**src/hdl/sinusoid_grid_pattern_generator_defines.svh**
```systemverilog
// assertion macros for the sinusoid grid pattern generator
// used by modules with concurrent checks; expects clk and rst_n in scope
`ifndef SINUSOID_GRID_PATTERN_GENERATOR_DEFINES_SVH
`define SINUSOID_GRID_PATTERN_GENERATOR_DEFINES_SVH

// same-cycle implication, disabled while in reset
`define SGPG_ASSERT_IMPL(label, ante, cons, msg) \
  label: assert property (@(posedge clk) disable iff (!rst_n) (ante) |-> (cons)) \
    else $error(msg);

// next-cycle implication, disabled while in reset
`define SGPG_ASSERT_NEXT(label, ante, cons, msg) \
  label: assert property (@(posedge clk) disable iff (!rst_n) (ante) |=> (cons)) \
    else $error(msg);

`endif

```
**src/hdl/sgpg_pkg.sv**
```systemverilog
// shared types and constants of the sinusoid grid pattern generator
// no dependencies; imported by all modules of the block
package sgpg_pkg;

  // grid geometry, power of two
  localparam int GRID_SIZE = 64;
  localparam int GRID_LOG2 = $clog2(GRID_SIZE);

  // field widths
  localparam int ROW_W      = 6;
  localparam int FREQ_W     = 24;
  localparam int AMP_W      = 15;
  localparam int PHASE_W    = 16;
  localparam int VALUE_W    = 16;
  localparam int CFG_IDX_W  = 2;
  localparam int CFG_DATA_W = 24;

  // configuration register map
  typedef enum logic [CFG_IDX_W-1:0] {
    CFG_FREQ_X       = 2'd0,
    CFG_FREQ_Y       = 2'd1,
    CFG_AMPLITUDE    = 2'd2,
    CFG_PHASE_OFFSET = 2'd3
  } cfg_reg_t;

  // angle quadrant
  typedef enum logic [1:0] {
    QUAD_I   = 2'd0,
    QUAD_II  = 2'd1,
    QUAD_III = 2'd2,
    QUAD_IV  = 2'd3
  } quad_t;

  // signed grid offset 2*idx - N and its products with the frequencies
  localparam int DIFF_W = ((ROW_W > GRID_LOG2) ? ROW_W : GRID_LOG2) + 2;
  localparam int PROD_W = FREQ_W + DIFF_W;
  localparam int NUM_W  = PROD_W + 1;
  localparam int ANGLE_LSB = GRID_LOG2 + 1;

  // quarter-wave cosine datapath
  localparam int T_W  = PHASE_W - 1;
  localparam int R_W  = PHASE_W - 2;
  localparam int X_W  = 31;
  localparam int V_W  = 32;
  localparam int P_W  = 31;
  localparam int C_W  = 17;
  localparam int MAG_W = 15;
  localparam int TWO_PI_W = 33;
  localparam int DIV_W = 8;
  localparam int QD_W  = V_W + DIV_W;

  localparam logic [T_W-1:0]      QUARTER_TURN = 15'd16384;
  localparam logic [TWO_PI_W-1:0] TWO_PI_Q30   = 33'd6746518852;
  localparam logic [P_W-1:0]      ONE_Q30      = 31'h4000_0000;

  // taylor-series divisors and their truncated reciprocals, scale 2^32
  localparam int ITERS = 6;
  localparam logic [DIV_W-1:0] DIVS [ITERS] = '{8'd132, 8'd90, 8'd56, 8'd30, 8'd12, 8'd2};
  localparam logic [V_W-1:0] RECIP [ITERS] = '{
    32'((64'd1 << 32) / 64'd132),
    32'((64'd1 << 32) / 64'd90),
    32'((64'd1 << 32) / 64'd56),
    32'((64'd1 << 32) / 64'd30),
    32'((64'd1 << 32) / 64'd12),
    32'((64'd1 << 32) / 64'd2)
  };

  // classified request held in the queue
  typedef struct packed {
    logic           neg;
    logic [T_W-1:0] t;
  } sgpg_item_t;

  // queue status toward front and back
  typedef struct packed {
    logic full;
    logic empty;
  } sgpg_q_stat_t;

  // per-stage control of the back pipeline
  typedef struct packed {
    logic valid;
    logic neg;
  } sgpg_ctl_t;

endpackage

```
**src/hdl/sgpg_front.sv**
```systemverilog
// front end: accepts grid positions, forms the wrapped angle and its quadrant
// depends on sgpg_pkg; feeds sgpg_queue
module sgpg_front (
  input  logic                                clk,
  input  logic                                rst_n,
  input  logic                                in_valid,
  output logic                                in_stall,
  input  logic [sgpg_pkg::ROW_W-1:0]          in_row,
  input  logic [sgpg_pkg::ROW_W-1:0]          in_col,
  input  logic signed [sgpg_pkg::FREQ_W-1:0]  freq_x_i,
  input  logic signed [sgpg_pkg::FREQ_W-1:0]  freq_y_i,
  input  logic [sgpg_pkg::PHASE_W-1:0]        phase_offset_i,
  input  sgpg_pkg::sgpg_q_stat_t              q_stat,
  output logic                                push,
  output sgpg_pkg::sgpg_item_t                push_item
);
  import sgpg_pkg::*;

  logic                     f1_valid_r;
  logic                     f1_valid_nxt;
  logic                     front_en;
  logic signed [DIFF_W-1:0] d_row;
  logic signed [DIFF_W-1:0] d_col;
  logic signed [PROD_W-1:0] prod_x_r;
  logic signed [PROD_W-1:0] prod_y_r;
  logic signed [NUM_W-1:0]  num;
  logic [PHASE_W-1:0]       angle;
  logic [R_W-1:0]           rem;

  assign in_stall = f1_valid_r && q_stat.full;
  assign front_en = !in_stall;
  assign push     = f1_valid_r && !q_stat.full;

  // 2*idx - N
  assign d_row = $signed(DIFF_W'({in_row, 1'b0})) - $signed(DIFF_W'(GRID_SIZE));
  assign d_col = $signed(DIFF_W'({in_col, 1'b0})) - $signed(DIFF_W'(GRID_SIZE));

  assign f1_valid_nxt = front_en ? in_valid : f1_valid_r;

  always_ff @(posedge clk) begin
    if (!rst_n) begin
      f1_valid_r <= 1'b0;
    end else begin
      f1_valid_r <= f1_valid_nxt;
    end
  end

  always_ff @(posedge clk) begin
    if (in_valid && front_en) begin
      prod_x_r <= PROD_W'(freq_x_i) * PROD_W'(d_col);
      prod_y_r <= PROD_W'(freq_y_i) * PROD_W'(d_row);
    end
  end

  // floor((num + N) / 2N) mod one turn is a bit slice of num + N
  always_comb begin
    num   = NUM_W'(prod_y_r) + NUM_W'(prod_x_r) + NUM_W'(GRID_SIZE);
    angle = num[ANGLE_LSB +: PHASE_W] + phase_offset_i;
    rem   = angle[R_W-1:0];
    unique case (quad_t'(angle[PHASE_W-1 -: 2]))
      QUAD_I: begin
        push_item.t   = {1'b0, rem};
        push_item.neg = 1'b0;
      end
      QUAD_II: begin
        push_item.t   = QUARTER_TURN - {1'b0, rem};
        push_item.neg = 1'b1;
      end
      QUAD_III: begin
        push_item.t   = {1'b0, rem};
        push_item.neg = 1'b1;
      end
      QUAD_IV: begin
        push_item.t   = QUARTER_TURN - {1'b0, rem};
        push_item.neg = 1'b0;
      end
    endcase
  end

endmodule

```
**config.mk**
```make
export PLATFORM = sky130hd
export DESIGN_NAME = sgpg_front
export DESIGN_NICKNAME = d
export VERILOG_FILES = /design/src/hdl/sinusoid_grid_pattern_generator_defines.svh /design/src/hdl/sgpg_pkg.sv /design/src/hdl/sgpg_front.sv
export SDC_FILE = /design/constraint.sdc
export NUM_CORES = 1
export LEC_CHECK = 0
export BUFFER_PORTS_ARGS = -buffer_cell sky130_fd_sc_hd__buf_4
export CORE_ASPECT_RATIO = 1.1
export CORE_MARGIN = 2
export CORE_UTILIZATION = 60
export DETAILED_ROUTE_END_ITERATION = 16
export GPL_ROUTABILITY_DRIVEN = 0
export GPL_TIMING_DRIVEN = 0
export HOLD_SLACK_MARGIN = 0.02
export MAX_ROUTING_LAYER = met4
export PLACE_DENSITY = 0.87
export SKIP_CTS_REPAIR_TIMING = 1
export SYNTH_ARGS = -nofsm -noshare
export SYNTH_HDL_FRONTEND = slang
export SYNTH_SLANG_ARGS = --single-unit
```
**constraint.sdc**
```tcl
create_clock -name clk -period 10.5 [get_ports clk]
set_input_delay 0.525 -clock clk [delete_from_list [all_inputs] [get_ports clk]]
set_output_delay 0.525 -clock clk [all_outputs]
set_load 0.05 [all_outputs]
```
# Yosys cells after proc, flatten, opt, wreduce, memory -nomap -nowiden
# Index checks and enable logic that the tools add are counted.
# op_classes
addsub,6
multipliers,2
eq_ne,3
n_mux,1
n_reduce_logical,6
# op_table
cell,n
$pmux W16 S4,1
$mul A24 B8 Y23,2
$add A23 B23 Y23,1
$add A23 B8 Y23 const B,1
$add A16 B16 Y16,1
$sub A7 B7 Y8 const B,2
$sub A15 B14 Y15 const A,1
$eq A2 B2 Y1 const B,2
$logic_and A1 B1 Y1,3
$eq A2 B1 Y1 const B,1
$logic_not A1 Y1,2
$logic_not A2 Y1,1
# word_totals
reg_bits,47
out_inout_bits,18

# Logic depth before layout (Yosys ltp)
# logic_depth
word_depth,5
depth_mapped,27

# Worst setup path after synthesis
# No wires, ideal clock.
# synth_timing
path_kind,reg-to-output
start,register prod_x_r[4]
end,output port push_item[1] in the netlist's numbering
arrival_time_ns,5.839
path_slack_ns,4.136
stages_incl_launch_ff,25
n_path_buf,3
cell_sequence,edfxtp_1 > ha_1 > ha_1 > o21a_1 > o2bb2ai_1 > nand2b_1 > a21oi_1 > o21a_1 > o21a_1 > nor3_1 > nor2_1 > ha_1 > buf_6 > and3_4 > a22oi_1 > a21o_1 > a21oi_1 > o2111a_1 > o211a_1 > nor3_1 > xnor2_1 > ha_1 > clkbuf_1 > clkbuf_1 > o32ai_1
# synth_lines
element,line,source
from (decl),sgpg_front.sv:24,logic signed [PROD_W-1:0] prod_x_r;
from (signal assigned),sgpg_front.sv:50,prod_x_r <= PROD_W'(freq_x_i) * PROD_W'(d_col);
to (decl),sgpg_front.sv:15,output sgpg_pkg::sgpg_item_t push_item

==> results.md <==
- HP Class: primary input to register
- Yosys reg bits: 45
- Inserted Clock Buffers: 5
- Fmax: about 0.15 GHz
- Hold Vio Cnt, Final: 0
- WP data arrival: 6.37 ns
- Starting Density: around three fifths
- Most frequent cells in the layout: inv_1, fa_1, and2_1
- Total Wirelength: between 20000 and 25000 um
- WL met2: about 13000 um
- Post-synth EDFFs: 44
- Register area share after synthesis: about an eighth
- Clock tree sinks: 45
- Ys flop type: edfxtp_1
- Global-route wire length before repair: 42300 um
- RSZ-0062 raised after global routing: no
- # diodes: 0
- Die Y: approximately 150 um
- Largest fanout on the critical path: 10
- Critical path type: register to output pin
- Top Layer Used: met4
- Total Routing Usage GR: 26.8%
- DR WL met3: between 1000 and 1500 um
- I/O Buffers: 92
- DR vias: between 8000 and 9000
- Core ar.: around 19000 um^2
- Routed vias/inst: 5.64
- Max clock buf depth: 2
- # Max-Cap Violations: 0
- Chip width: roughly 140 um
- Syn Nets: 1619
- Routed wire length per instance: about 16 um
- Drt first-iter violations: 522
- Most common cell after layout, fill and taps aside: inv_1
- Number of iterations in the first detailed-routing pass: 5
- Total negative slack: 0 ns
- Detail Route Antenna Nets: 0
- Ys async rst share: 0%
- Largest net degree at the start of global routing: 27
- CP Launch Type: register
- Warnings from Yosys: 0
- Final #Nets: 1719
- Synth top area cells: fa_1, ha_1, edfxtp_1
- Layout cell share with drive strength beyond 1: 11.4%
- Residual DRC count: 0
- Synthesized instance count: 1220
- Clk_lat worst skew: just under 0.3 ns
- Die Area: between 20000 and 25000 um^2
- CTS tree: built
- Cell area after synthesis: 11400 um^2
- Layout area overhead: 10.5%
- Least-Margin Pin Slew: approximately 1.0 ns
- Number of global-route vias before repair: 9199
- Area leader, netlist: fa_1
- Setup-failing EPs final: 0
- Grt total ovfl: 0
- DRT met1 WL: slightly above 10000 um
- IO Pins: 99
- Outcome: finished, final reports clean
- Unique masters post-synth: 66
- H-tree levels: 2
- Clock root buffer master: clkbuf_16
- Critical path endpoint category: output pin
- Setup Skew: ~0.0049 ns
- Tmin final: 6.90 ns
- Critical Path RT: 9.98 ns
- Cell row count: 52
- HPWL after DPL: a little over 20000 um
- Max-slew violation count: 0
- Slew margin rel.: 30.4%
- Final Cycle Share: between 60% and 70%
- Clk pin slew, worst setup/hold paths: about 0.060 ns
- Post-synth top area share: 29.2%
- Initial antenna violation count: 0
- Post-Syn Area per Cell: between 9 and 10 um^2
-- through the flow --
step / cells / area (um^2) / util (%) / hold slack, ns / setup WS (ns)
floorplan: 1220 / 11400 / - / 0.643 / 4.14
global placement: 1555 / 12400 / 67.1 / 0.582 / 4.12
detailed placement: 1556 / 12500 / 67.3 / 0.661 / 4.00
CTS: 1564 / 12600 / 68.2 / 0.439 / 3.69
global route: 1564 / 12600 / 68.2 / 0.440 / 3.16
finish: 1564 / 12600 / 68.2 / 0.440 / 3.60
-- area by class of cell --
cell class / count / area [um^2]
plain buffers: 28 / 120
clock buffers: 6 / 129
clock inverters: 2 / 38.8
fillers: 1399 / 5900
inverters: 169 / 634
multi-input cells: 978 / 9350
flip-flops and latches: 45 / 1340
well taps: 243 / 304
repair buffers: 93 / 718
-- critical path: stages (launching register included) --
cell and delay (ns):
edfxtp_1 0.39, ha_1 0.29, ha_1 0.29, o21a_1 0.18, o2bb2ai_1 0.24, nand2b_1 0.17, a21oi_1 0.10, o21a_1 0.21
o21a_1 0.19, nor3_1 0.13, nor2_1 0.06, ha_1 0.30, buf_6 0.14, a21o_2 0.22, a22oi_1 0.19, a21o_1 0.18
a21oi_1 0.14, o2111a_1 0.29, o211a_1 0.22, nor3_1 0.33, xnor2_1 0.20, ha_1 0.18, clkbuf_1 0.39, clkbuf_1 0.40
a21oi_1 0.07, a21oi_1 0.17, o22ai_1 0.15, buf_4 0.28
-- worst paths after layout --
path / startpoint / to / slack [ns] / cells past startpoint
hold / removal: rst_n / f1_valid_r$_SDFFE_PN0N_ / 0.44 / 2
setup reg to reg: f1_valid_r$_SDFFE_PN0N_ / prod_y_r[6]$_DFFE_PP_ / 8.94 / 3
setup / recovery: prod_y_r[4]$_DFFE_PP_ / push_item[10] / 3.60 / 27
hold reg to reg: f1_valid_r$_SDFFE_PN0N_ / f1_valid_r$_SDFFE_PN0N_ / 0.68 / 2
-- Yosys cell counts, drive strengths merged (13+ instances only) --
| cell | number |
|---|---|
| xor2 | 26 |
| nand3 | 22 |
| fa | 167 |
| or2 | 31 |
| nor2 | 46 |
| a21o | 21 |
| xnor2 | 55 |
| and2 | 161 |
| inv | 168 |
| ha | 151 |
| o21ai | 30 |
| a21oi | 37 |
| clkbuf | 26 |
| nor3 | 27 |
| nor2b | 13 |
| edfxtp | 44 |
| nand2 | 87 |
-- logic make-up (layout without fill, tap and decap cells) --
kind of cell / count (synthesis) / after routing / synth area share (%)
AO/OA/AOI/OAI: 154 / 154 / 9.13
multiplexers: 7 / 7 / 0.634
buffers and inverters: 197 / 298 / 6.59
adder cells (fa/ha/maj): 318 / 318 / 45.7
XOR/XNOR: 81 / 81 / 6.33
flip-flops: 45 / 45 / 11.7
AND/OR/NAND/NOR: 418 / 418 / 19.9
-- sequential cells by signal (all words and copies together), names as in the netlist --
| register | cells |
|---|---|
| prod_y_r | 22 |
| prod_x_r | 22 |
| f1_valid_r | 1 |
-- routing by layer --
| layer | vias to the layer above | global-route usage (%) |
|---|---|---|
| met5 | - | - |
| met4 | 0 | 6.56 |
| met3 | 43 | 3.36 |
| met2 | 240 | 46.2 |
| met1 | 4330 | 33.7 |
| li1 | 4201 | - |
Power is not shown: default switching activity piles up to over one toggle a cycle in this logic, so the estimate is an artifact.
