## config.mk

```make
export PLATFORM = sky130hd
export DESIGN_NAME = sgpg_queue
export DESIGN_NICKNAME = d
export VERILOG_FILES = /design/src/hdl/sgpg_pkg.sv /design/src/hdl/sgpg_queue.sv
export VERILOG_INCLUDE_DIRS = /design/src /design/src/hdl
export SDC_FILE = /design/constraint.sdc
export NUM_CORES = 1
export LEC_CHECK = 0
export BUFFER_PORTS_ARGS = -buffer_cell sky130_fd_sc_hd__buf_2
export CAP_MARGIN = 20
export CELL_PAD_IN_SITES_DETAIL_PLACEMENT = 1
export CELL_PAD_IN_SITES_GLOBAL_PLACEMENT = 1
export CORE_ASPECT_RATIO = 1.1
export CORE_MARGIN = 1.5
export CORE_UTILIZATION = 44
export DETAILED_ROUTE_END_ITERATION = 6
export HOLD_SLACK_MARGIN = 0.08
export PLACE_DENSITY = 0.72
export SLEW_MARGIN = 20
export SYNTH_ARGS = -nofsm -noshare
export SYNTH_HDL_FRONTEND = slang
export SYNTH_SLANG_ARGS = --single-unit
```

## constraint.sdc

```tcl
create_clock -name clk -period 1.4 [get_ports clk]
set_input_delay 0.21 -clock clk [delete_from_list [all_inputs] [get_ports clk]]
set_output_delay 0.21 -clock clk [all_outputs]
set_load 0.01 [all_outputs]
```

## src/hdl/sinusoid_grid_pattern_generator_defines.svh

```systemverilog
// assertion macros for the sinusoid grid pattern generator
// used by modules with concurrent checks; expects clk and rst_n in scope
`ifndef SINUSOID_GRID_PATTERN_GENERATOR_DEFINES_SVH
`define SINUSOID_GRID_PATTERN_GENERATOR_DEFINES_SVH

// same-cycle implication, disabled while in reset
`define SGPG_ASSERT_IMPL(label, ante, cons, msg) \
  label: assert property (@(posedge clk) disable iff (!rst_n) (ante) |-> (cons)) \
    else $error(msg);

// next-cycle implication, disabled while in reset
`define SGPG_ASSERT_NEXT(label, ante, cons, msg) \
  label: assert property (@(posedge clk) disable iff (!rst_n) (ante) |=> (cons)) \
    else $error(msg);

`endif

```

## src/hdl/sgpg_pkg.sv

```systemverilog
// shared types and constants of the sinusoid grid pattern generator
// no dependencies; imported by all modules of the block
package sgpg_pkg;

  // grid geometry, power of two
  localparam int GRID_SIZE = 64;
  localparam int GRID_LOG2 = $clog2(GRID_SIZE);

  // field widths
  localparam int ROW_W      = 6;
  localparam int FREQ_W     = 24;
  localparam int AMP_W      = 15;
  localparam int PHASE_W    = 16;
  localparam int VALUE_W    = 16;
  localparam int CFG_IDX_W  = 2;
  localparam int CFG_DATA_W = 24;

  // configuration register map
  typedef enum logic [CFG_IDX_W-1:0] {
    CFG_FREQ_X       = 2'd0,
    CFG_FREQ_Y       = 2'd1,
    CFG_AMPLITUDE    = 2'd2,
    CFG_PHASE_OFFSET = 2'd3
  } cfg_reg_t;

  // angle quadrant
  typedef enum logic [1:0] {
    QUAD_I   = 2'd0,
    QUAD_II  = 2'd1,
    QUAD_III = 2'd2,
    QUAD_IV  = 2'd3
  } quad_t;

  // signed grid offset 2*idx - N and its products with the frequencies
  localparam int DIFF_W = ((ROW_W > GRID_LOG2) ? ROW_W : GRID_LOG2) + 2;
  localparam int PROD_W = FREQ_W + DIFF_W;
  localparam int NUM_W  = PROD_W + 1;
  localparam int ANGLE_LSB = GRID_LOG2 + 1;

  // quarter-wave cosine datapath
  localparam int T_W  = PHASE_W - 1;
  localparam int R_W  = PHASE_W - 2;
  localparam int X_W  = 31;
  localparam int V_W  = 32;
  localparam int P_W  = 31;
  localparam int C_W  = 17;
  localparam int MAG_W = 15;
  localparam int TWO_PI_W = 33;
  localparam int DIV_W = 8;
  localparam int QD_W  = V_W + DIV_W;

  localparam logic [T_W-1:0]      QUARTER_TURN = 15'd16384;
  localparam logic [TWO_PI_W-1:0] TWO_PI_Q30   = 33'd6746518852;
  localparam logic [P_W-1:0]      ONE_Q30      = 31'h4000_0000;

  // taylor-series divisors and their truncated reciprocals, scale 2^32
  localparam int ITERS = 6;
  localparam logic [DIV_W-1:0] DIVS [ITERS] = '{8'd132, 8'd90, 8'd56, 8'd30, 8'd12, 8'd2};
  localparam logic [V_W-1:0] RECIP [ITERS] = '{
    32'((64'd1 << 32) / 64'd132),
    32'((64'd1 << 32) / 64'd90),
    32'((64'd1 << 32) / 64'd56),
    32'((64'd1 << 32) / 64'd30),
    32'((64'd1 << 32) / 64'd12),
    32'((64'd1 << 32) / 64'd2)
  };

  // classified request held in the queue
  typedef struct packed {
    logic           neg;
    logic [T_W-1:0] t;
  } sgpg_item_t;

  // queue status toward front and back
  typedef struct packed {
    logic full;
    logic empty;
  } sgpg_q_stat_t;

  // per-stage control of the back pipeline
  typedef struct packed {
    logic valid;
    logic neg;
  } sgpg_ctl_t;

endpackage

```

## src/hdl/sgpg_queue.sv

```systemverilog
// short request queue between front end and cosine pipeline
// depends on sgpg_pkg and the assertion macro header
`include "sinusoid_grid_pattern_generator_defines.svh"

module sgpg_queue #(
  parameter int DEPTH = 4
) (
  input  logic                   clk,
  input  logic                   rst_n,
  input  logic                   push,
  input  sgpg_pkg::sgpg_item_t   push_item,
  input  logic                   pop,
  output sgpg_pkg::sgpg_item_t   head_item,
  output sgpg_pkg::sgpg_q_stat_t q_stat
);
  import sgpg_pkg::*;

  localparam int PTR_W = (DEPTH > 1) ? $clog2(DEPTH) : 1;
  localparam int CNT_W = $clog2(DEPTH + 1);

  sgpg_item_t       mem_r [DEPTH];
  logic [PTR_W-1:0] wr_ptr_r;
  logic [PTR_W-1:0] rd_ptr_r;
  logic [CNT_W-1:0] count_r;
  logic [CNT_W-1:0] count_nxt;

  assign q_stat.full  = (count_r == CNT_W'(DEPTH));
  assign q_stat.empty = (count_r == '0);
  assign head_item    = mem_r[rd_ptr_r];

  always_comb begin
    count_nxt = count_r;
    case ({push, pop})
      2'b10:   count_nxt = count_r + CNT_W'(1);
      2'b01:   count_nxt = count_r - CNT_W'(1);
      default: count_nxt = count_r;
    endcase
  end

  always_ff @(posedge clk) begin
    if (!rst_n) begin
      wr_ptr_r <= '0;
      rd_ptr_r <= '0;
      count_r  <= '0;
    end else begin
      count_r <= count_nxt;
      if (push) begin
        wr_ptr_r <= (wr_ptr_r == PTR_W'(DEPTH - 1)) ? '0 : wr_ptr_r + PTR_W'(1);
      end
      if (pop) begin
        rd_ptr_r <= (rd_ptr_r == PTR_W'(DEPTH - 1)) ? '0 : rd_ptr_r + PTR_W'(1);
      end
    end
  end

  always_ff @(posedge clk) begin
    if (push) begin
      mem_r[wr_ptr_r] <= push_item;
    end
  end

  `SGPG_ASSERT_IMPL(a_no_push_full, push, !q_stat.full, "push into full queue")
  `SGPG_ASSERT_IMPL(a_no_pop_empty, pop, !q_stat.empty, "pop from empty queue")
  `SGPG_ASSERT_NEXT(a_count_up, push && !pop, count_r == $past(count_r) + CNT_W'(1), "count lost a push")
  `SGPG_ASSERT_NEXT(a_count_down, pop && !push, count_r == $past(count_r) - CNT_W'(1), "count lost a pop")

endmodule

```

Word-level counts from Yosys, hierarchy flattened
Memories as Yosys holds them, arrays and structs flattened. A register that Yosys moved wholly into a read port is not among the register bits.
Cells that the tools add are included.
Word-level totals
  flip-flop bits (word level): 7
  bits in writable memories: 64
  input port bits: 20
  word-level logic and storage cells: 22
  memories kept: 1
Cells by class
  $add $sub $neg: 4
  eq/ne operators: 5
  mux-type cells: 7
  reductions and logical operators: 2
Memories
  mem_r: depth 4, bits a word 16, rd ports 1, clocked after Yosys merged registers in 1, write ports 1, RTL line sgpg_queue.sv:21  | sgpg_item_t mem_r [DEPTH];
Operators by type and width (number)
  2-bit 2-to-1 mux: 4
  2-bit == test, second input constant: 3
  3-bit case mux with 2 select lines: 1
  2-bit by 1-bit adder with 2-bit output, second input constant: 2
  3-bit by 1-bit adder with 3-bit output, second input constant: 1
  3-bit == test, second input constant: 1
  3-bit logical NOT: 1
  3-bit by 1-bit subtractor with 3-bit output, second input constant: 1
  2-bit by 1-bit == test with 1-bit output, second input constant: 1
  1-bit 2-to-1 mux: 2
  2-bit nonzero test: 1

Depth between registers and ports, before layout
  depth after elaboration: 4
  gate-level depth with buffers: 7
  mapped depth without buffers: 7

Least setup slack after synthesis
OpenSTA, ideal clock, no wires.
  path type: input to register
  start: input port push
  end: register count_r[2]
  data arrival time: 1420 ps
  data required time: 1324 ps
  path slack: -95 ps
  stages: 7
  cells stage by stage: inv_1 -> ha_1 -> inv_1 -> fa_1 -> xor2_1 -> or3_1 -> a21boi_0
On the way
  longest elaborated chain between the ends: 2
Ends and longest elaborated chain
  start: declaration: RTL line sgpg_queue.sv:10  | input logic push,
  2-bit by 1-bit == test with 1-bit output / 2-bit == test (equally long branches): RTL line sgpg_queue.sv:33  | case ({push, pop})
  3-bit case mux with 2 select lines / 2-bit nonzero test (equally long branches)
  end signal: assignment: RTL line sgpg_queue.sv:46  | count_r <= count_nxt;
  end: declaration: RTL line sgpg_queue.sv:24  | logic [CNT_W-1:0] count_r;
Several ways; a longest one is shown, not always the timed one.
A chain may end at the register's enable or synchronous reset.

==> results by group <==
Global routing
  • First-pass GRT wire length: 8.26 mm
  • Initial antenna violation count: 0
  • Gr usage total: 17.0%
  • Vias in the first global route: 1,558
  • Total gr overflow: 0
  • Largest net degree at the start of global routing: 17

Synthesis
  • Cell Area, Synth: 2810 sq um
  • Avg Inst Size Synth: 21.5 sq um
  • Synth Instances: 131
  • Top cell type's share of synthesized area: 68.4%
  • Synth area leaders: edfxtp_1 68%, mux4_2 8.0%, dfxtp_1 6.4%
  • Register area share after synthesis: 74.8%
  • Synth area leader: edfxtp_1
  • Distinct cells, synth: 24
  • Syn. warnings: 0
  • Mapped Nets: 158
  • FF+latch count, synth: 73

Cells and area
  • Fillers: 568
  • Synthesis-to-layout area growth: 28.9%
  • Fin area: 3620 sq um
  • Share of cells above drive strength 1: 43.8%
  • Antenna cells: 0
  • Layout Nets: 225

Route
  • Drt wl/cell: 18.7 um
  • Routed Antenna Nets: 0
  • First-pass iteration count of the detailed router: 4
  • Top sig layer: met4
  • Routed wire length: 5.29 mm
  • Vias: 1,428
  • WL met3: 177 um
  • Initial DRC Count: 59
  • DRC violations left: 0
  • Vias per cell: 5.05
  • Routed wl met2: 2.93 mm
  • Met1 WL: 2.14 mm

Status
  • Outcome: finished, violations left
  • Failing checks: setup timing

Floorplanning
  • # rows: 30
  • Core area: 6160 sq um
  • Die width: 79.2 um
  • Die area: 6880 sq um
  • IO Count: 38
  • Chip height: 86.8 um
  • Initial Utilization: 45.7%

STA
  • Fmax: 558 MHz
  • Layout Skew: 7.43 ps
  • Slew margin rel.: 86.0%
  • Setup violations, final: 17
  • Final period util: 128%
  • Fin. Hold Viols: 0
  • Measured slew at the worst slew-check pin: 207 ps
  • Fin. max-slew vios: 0
  • Period minus WS final: 1790 ps
  • RSZ-0062 raised after global routing: yes
  • Setup TNS: -5540 ps
  • Final worst setup slack: -391 ps

Critical path
  • Max FO, Critical Path: 6
  • Worst Setup End Kind: primary output
  • FF-to-FF End: count_r[2]
  • Crit Path Category: reg -> out
  • Critical Path Start Type: flip-flop
  • Data arrival, critical path: 1580 ps
  • R2R Setup Slk: -10 ps
  • FF-to-FF Start: count_r[0]
  • CP Data Required Time: 1190 ps
  • R2r worst-path depth: 5

Clocking
  • CTS tree: built
  • Clock sink total: 73
  • Root buf cell: clkbuf_8
  • Clk buf depth: 2
  • Number of H-tree levels: 3
  • Number of buffers created by CTS: 9
  • Worst-path clk slew: 70 ps
  • Clk_lat worst skew: 330 ps

Flow run
  • Max-Cap Viols: 0

Pwr
  • Cell area power density: 1380 nW/um^2
  • Leakage power: 0.00130 uW
  • Worst VDD drop: 0.742 mV
  • Power, Total: 5010 uW

Placement
  • Placement-stage cell area: 3230 sq um
  • I/O Buffers: 37
  • Gpl congestion: 0.702
  • Dpl hpwl: 3.50 mm

Min path
  • Worst Hold Depth: 1
  • Beginning of the worst hold path: push_item[13]
  • Hold Path Class: in -> reg
  • Hold Path End: mem_r[0][13]
-- synth_stat cells --
library cell / count
a21boi_0: 1
a21oi_1: 1
and2_1: 6
and3_1: 1
buf_12: 1
buf_2: 2
buf_6: 1
dfxtp_1: 9
edfxtp_1: 64
fa_1: 1
ha_1: 6
inv_1: 6
mux2i_1: 2
mux4_1: 6
mux4_2: 10
nand2_1: 1
nor2b_1: 4
nor3_1: 1
nor3b_1: 2
o21a_1: 1
o21ai_0: 2
or3_1: 1
xnor2_1: 1
xor2_1: 1
-- final cells by class --
type                    instances  area [sq um]  area share (%)
repair buffers                 60           509            14.1
multi-input cells              48           644            17.8
flip-flops and latches         73          2110            58.2
inverters                       6          27.5           0.760
clock inverters                 6           106            2.94
clock buffers                  10           128            3.52
well taps                      80           100            2.76
-- metrics by stage --
step | util [%] | setup slack, ps | instances | hold WS [ps]
final | 58.9 | -391 | 283 | 103
after global routing | 58.9 | -452 | 283 | 80.8
after CTS | 57.6 | -400 | 280 | 80.3
after detailed placement | 52.5 | -212 | 258 | 435
after global placement | 52.5 | -164 | 258 | 421
after floorplan | - | -10.1 | 131 | 309
-- layout by cell type, fill, tap and decap left out --
master         count
a21boi_1           1
a21oi_1            1
and2_1             6
and3_1             1
buf_12             5
buf_2             28
buf_4              8
buf_6             11
buf_8              1
bufinv_16          3
clkbuf_1           1
clkbuf_8           9
clkinv_1           2
clkinv_4           1
dfxtp_1            6
dfxtp_2            2
dfxtp_4            1
dlygate4sd3_1      7
edfxtp_1          64
fa_2               1
ha_1               5
ha_4               1
inv_1              2
inv_2              3
inv_6              1
mux2i_1            2
mux4_1             2
mux4_2            14
nand2_1            1
nor2b_1            4
nor3_1             1
nor3b_1            2
o21a_1             1
o21ai_0            2
or3_1              1
xnor2_1            1
xor2_1             1
-- sequential cells by signal (all words and copies together), names as in the netlist, named ones only --
signal	cells
mem_r	64
count_r	3
rd_ptr_r	2
wr_ptr_r	2
-- metal layers --
layer / global-route usage [%] / vias up
met3: 5.05 / 6
met1: 20.3 / 737
met2: 29.1 / 33
met4: 6.70 / 0
met5: 0 / -
li1: - / 652
-- worst max-delay path by stage --
| stage | startpoint | to | slack (ps) | cells past startpoint |
|---|---|---|---|---|
| finish | flip-flop | head_item[3] | -390 | 4 |
| global route | flip-flop | head_item[12] | -450 | 4 |
| CTS | flip-flop | head_item[6] | -400 | 3 |
| detailed placement | push | count_r[2] | -210 | 8 |
| global placement | push | count_r[2] | -160 | 8 |
| floorplan | count_r[0] | count_r[2] | -10 | 5 |
-- timing repair --
item | CTS | global route
setup buffers | 2 | 0
pin swaps | 3 | 1
resized for setup | 8 | 13
hold buffers | 4 | 3
hold endpoints to repair | 11 | 9
endpoints found under the setup margin | 17 | 17
-- worst max-delay path, stage by stage (launching register included) --
cell     delay [ps]
dfxtp_4         370
buf_6           120
buf_12          120
mux4_2          510
buf_6           140
-- cell families (layout without fill, tap and decap cells) --
kind of cell | after synthesis | in the layout | synth area share (%)
and+or+nand+nor | 16 | 16 | 3.52
buffers and inverters | 10 | 82 | 2.27
DFF | 73 | 73 | 74.8
muxes | 18 | 18 | 14.3
AOI/OAI and AO/OA | 5 | 5 | 1.07
xor gates and xnor gates | 2 | 2 | 0.623
adders and majority gates | 7 | 7 | 3.38
-- power by group --
part	internal, uW	switching (uW)
sequential	2470	39.1
clock	1180	745
combinational	321	262
Note: power is estimated with default switching activity, not from simulation.
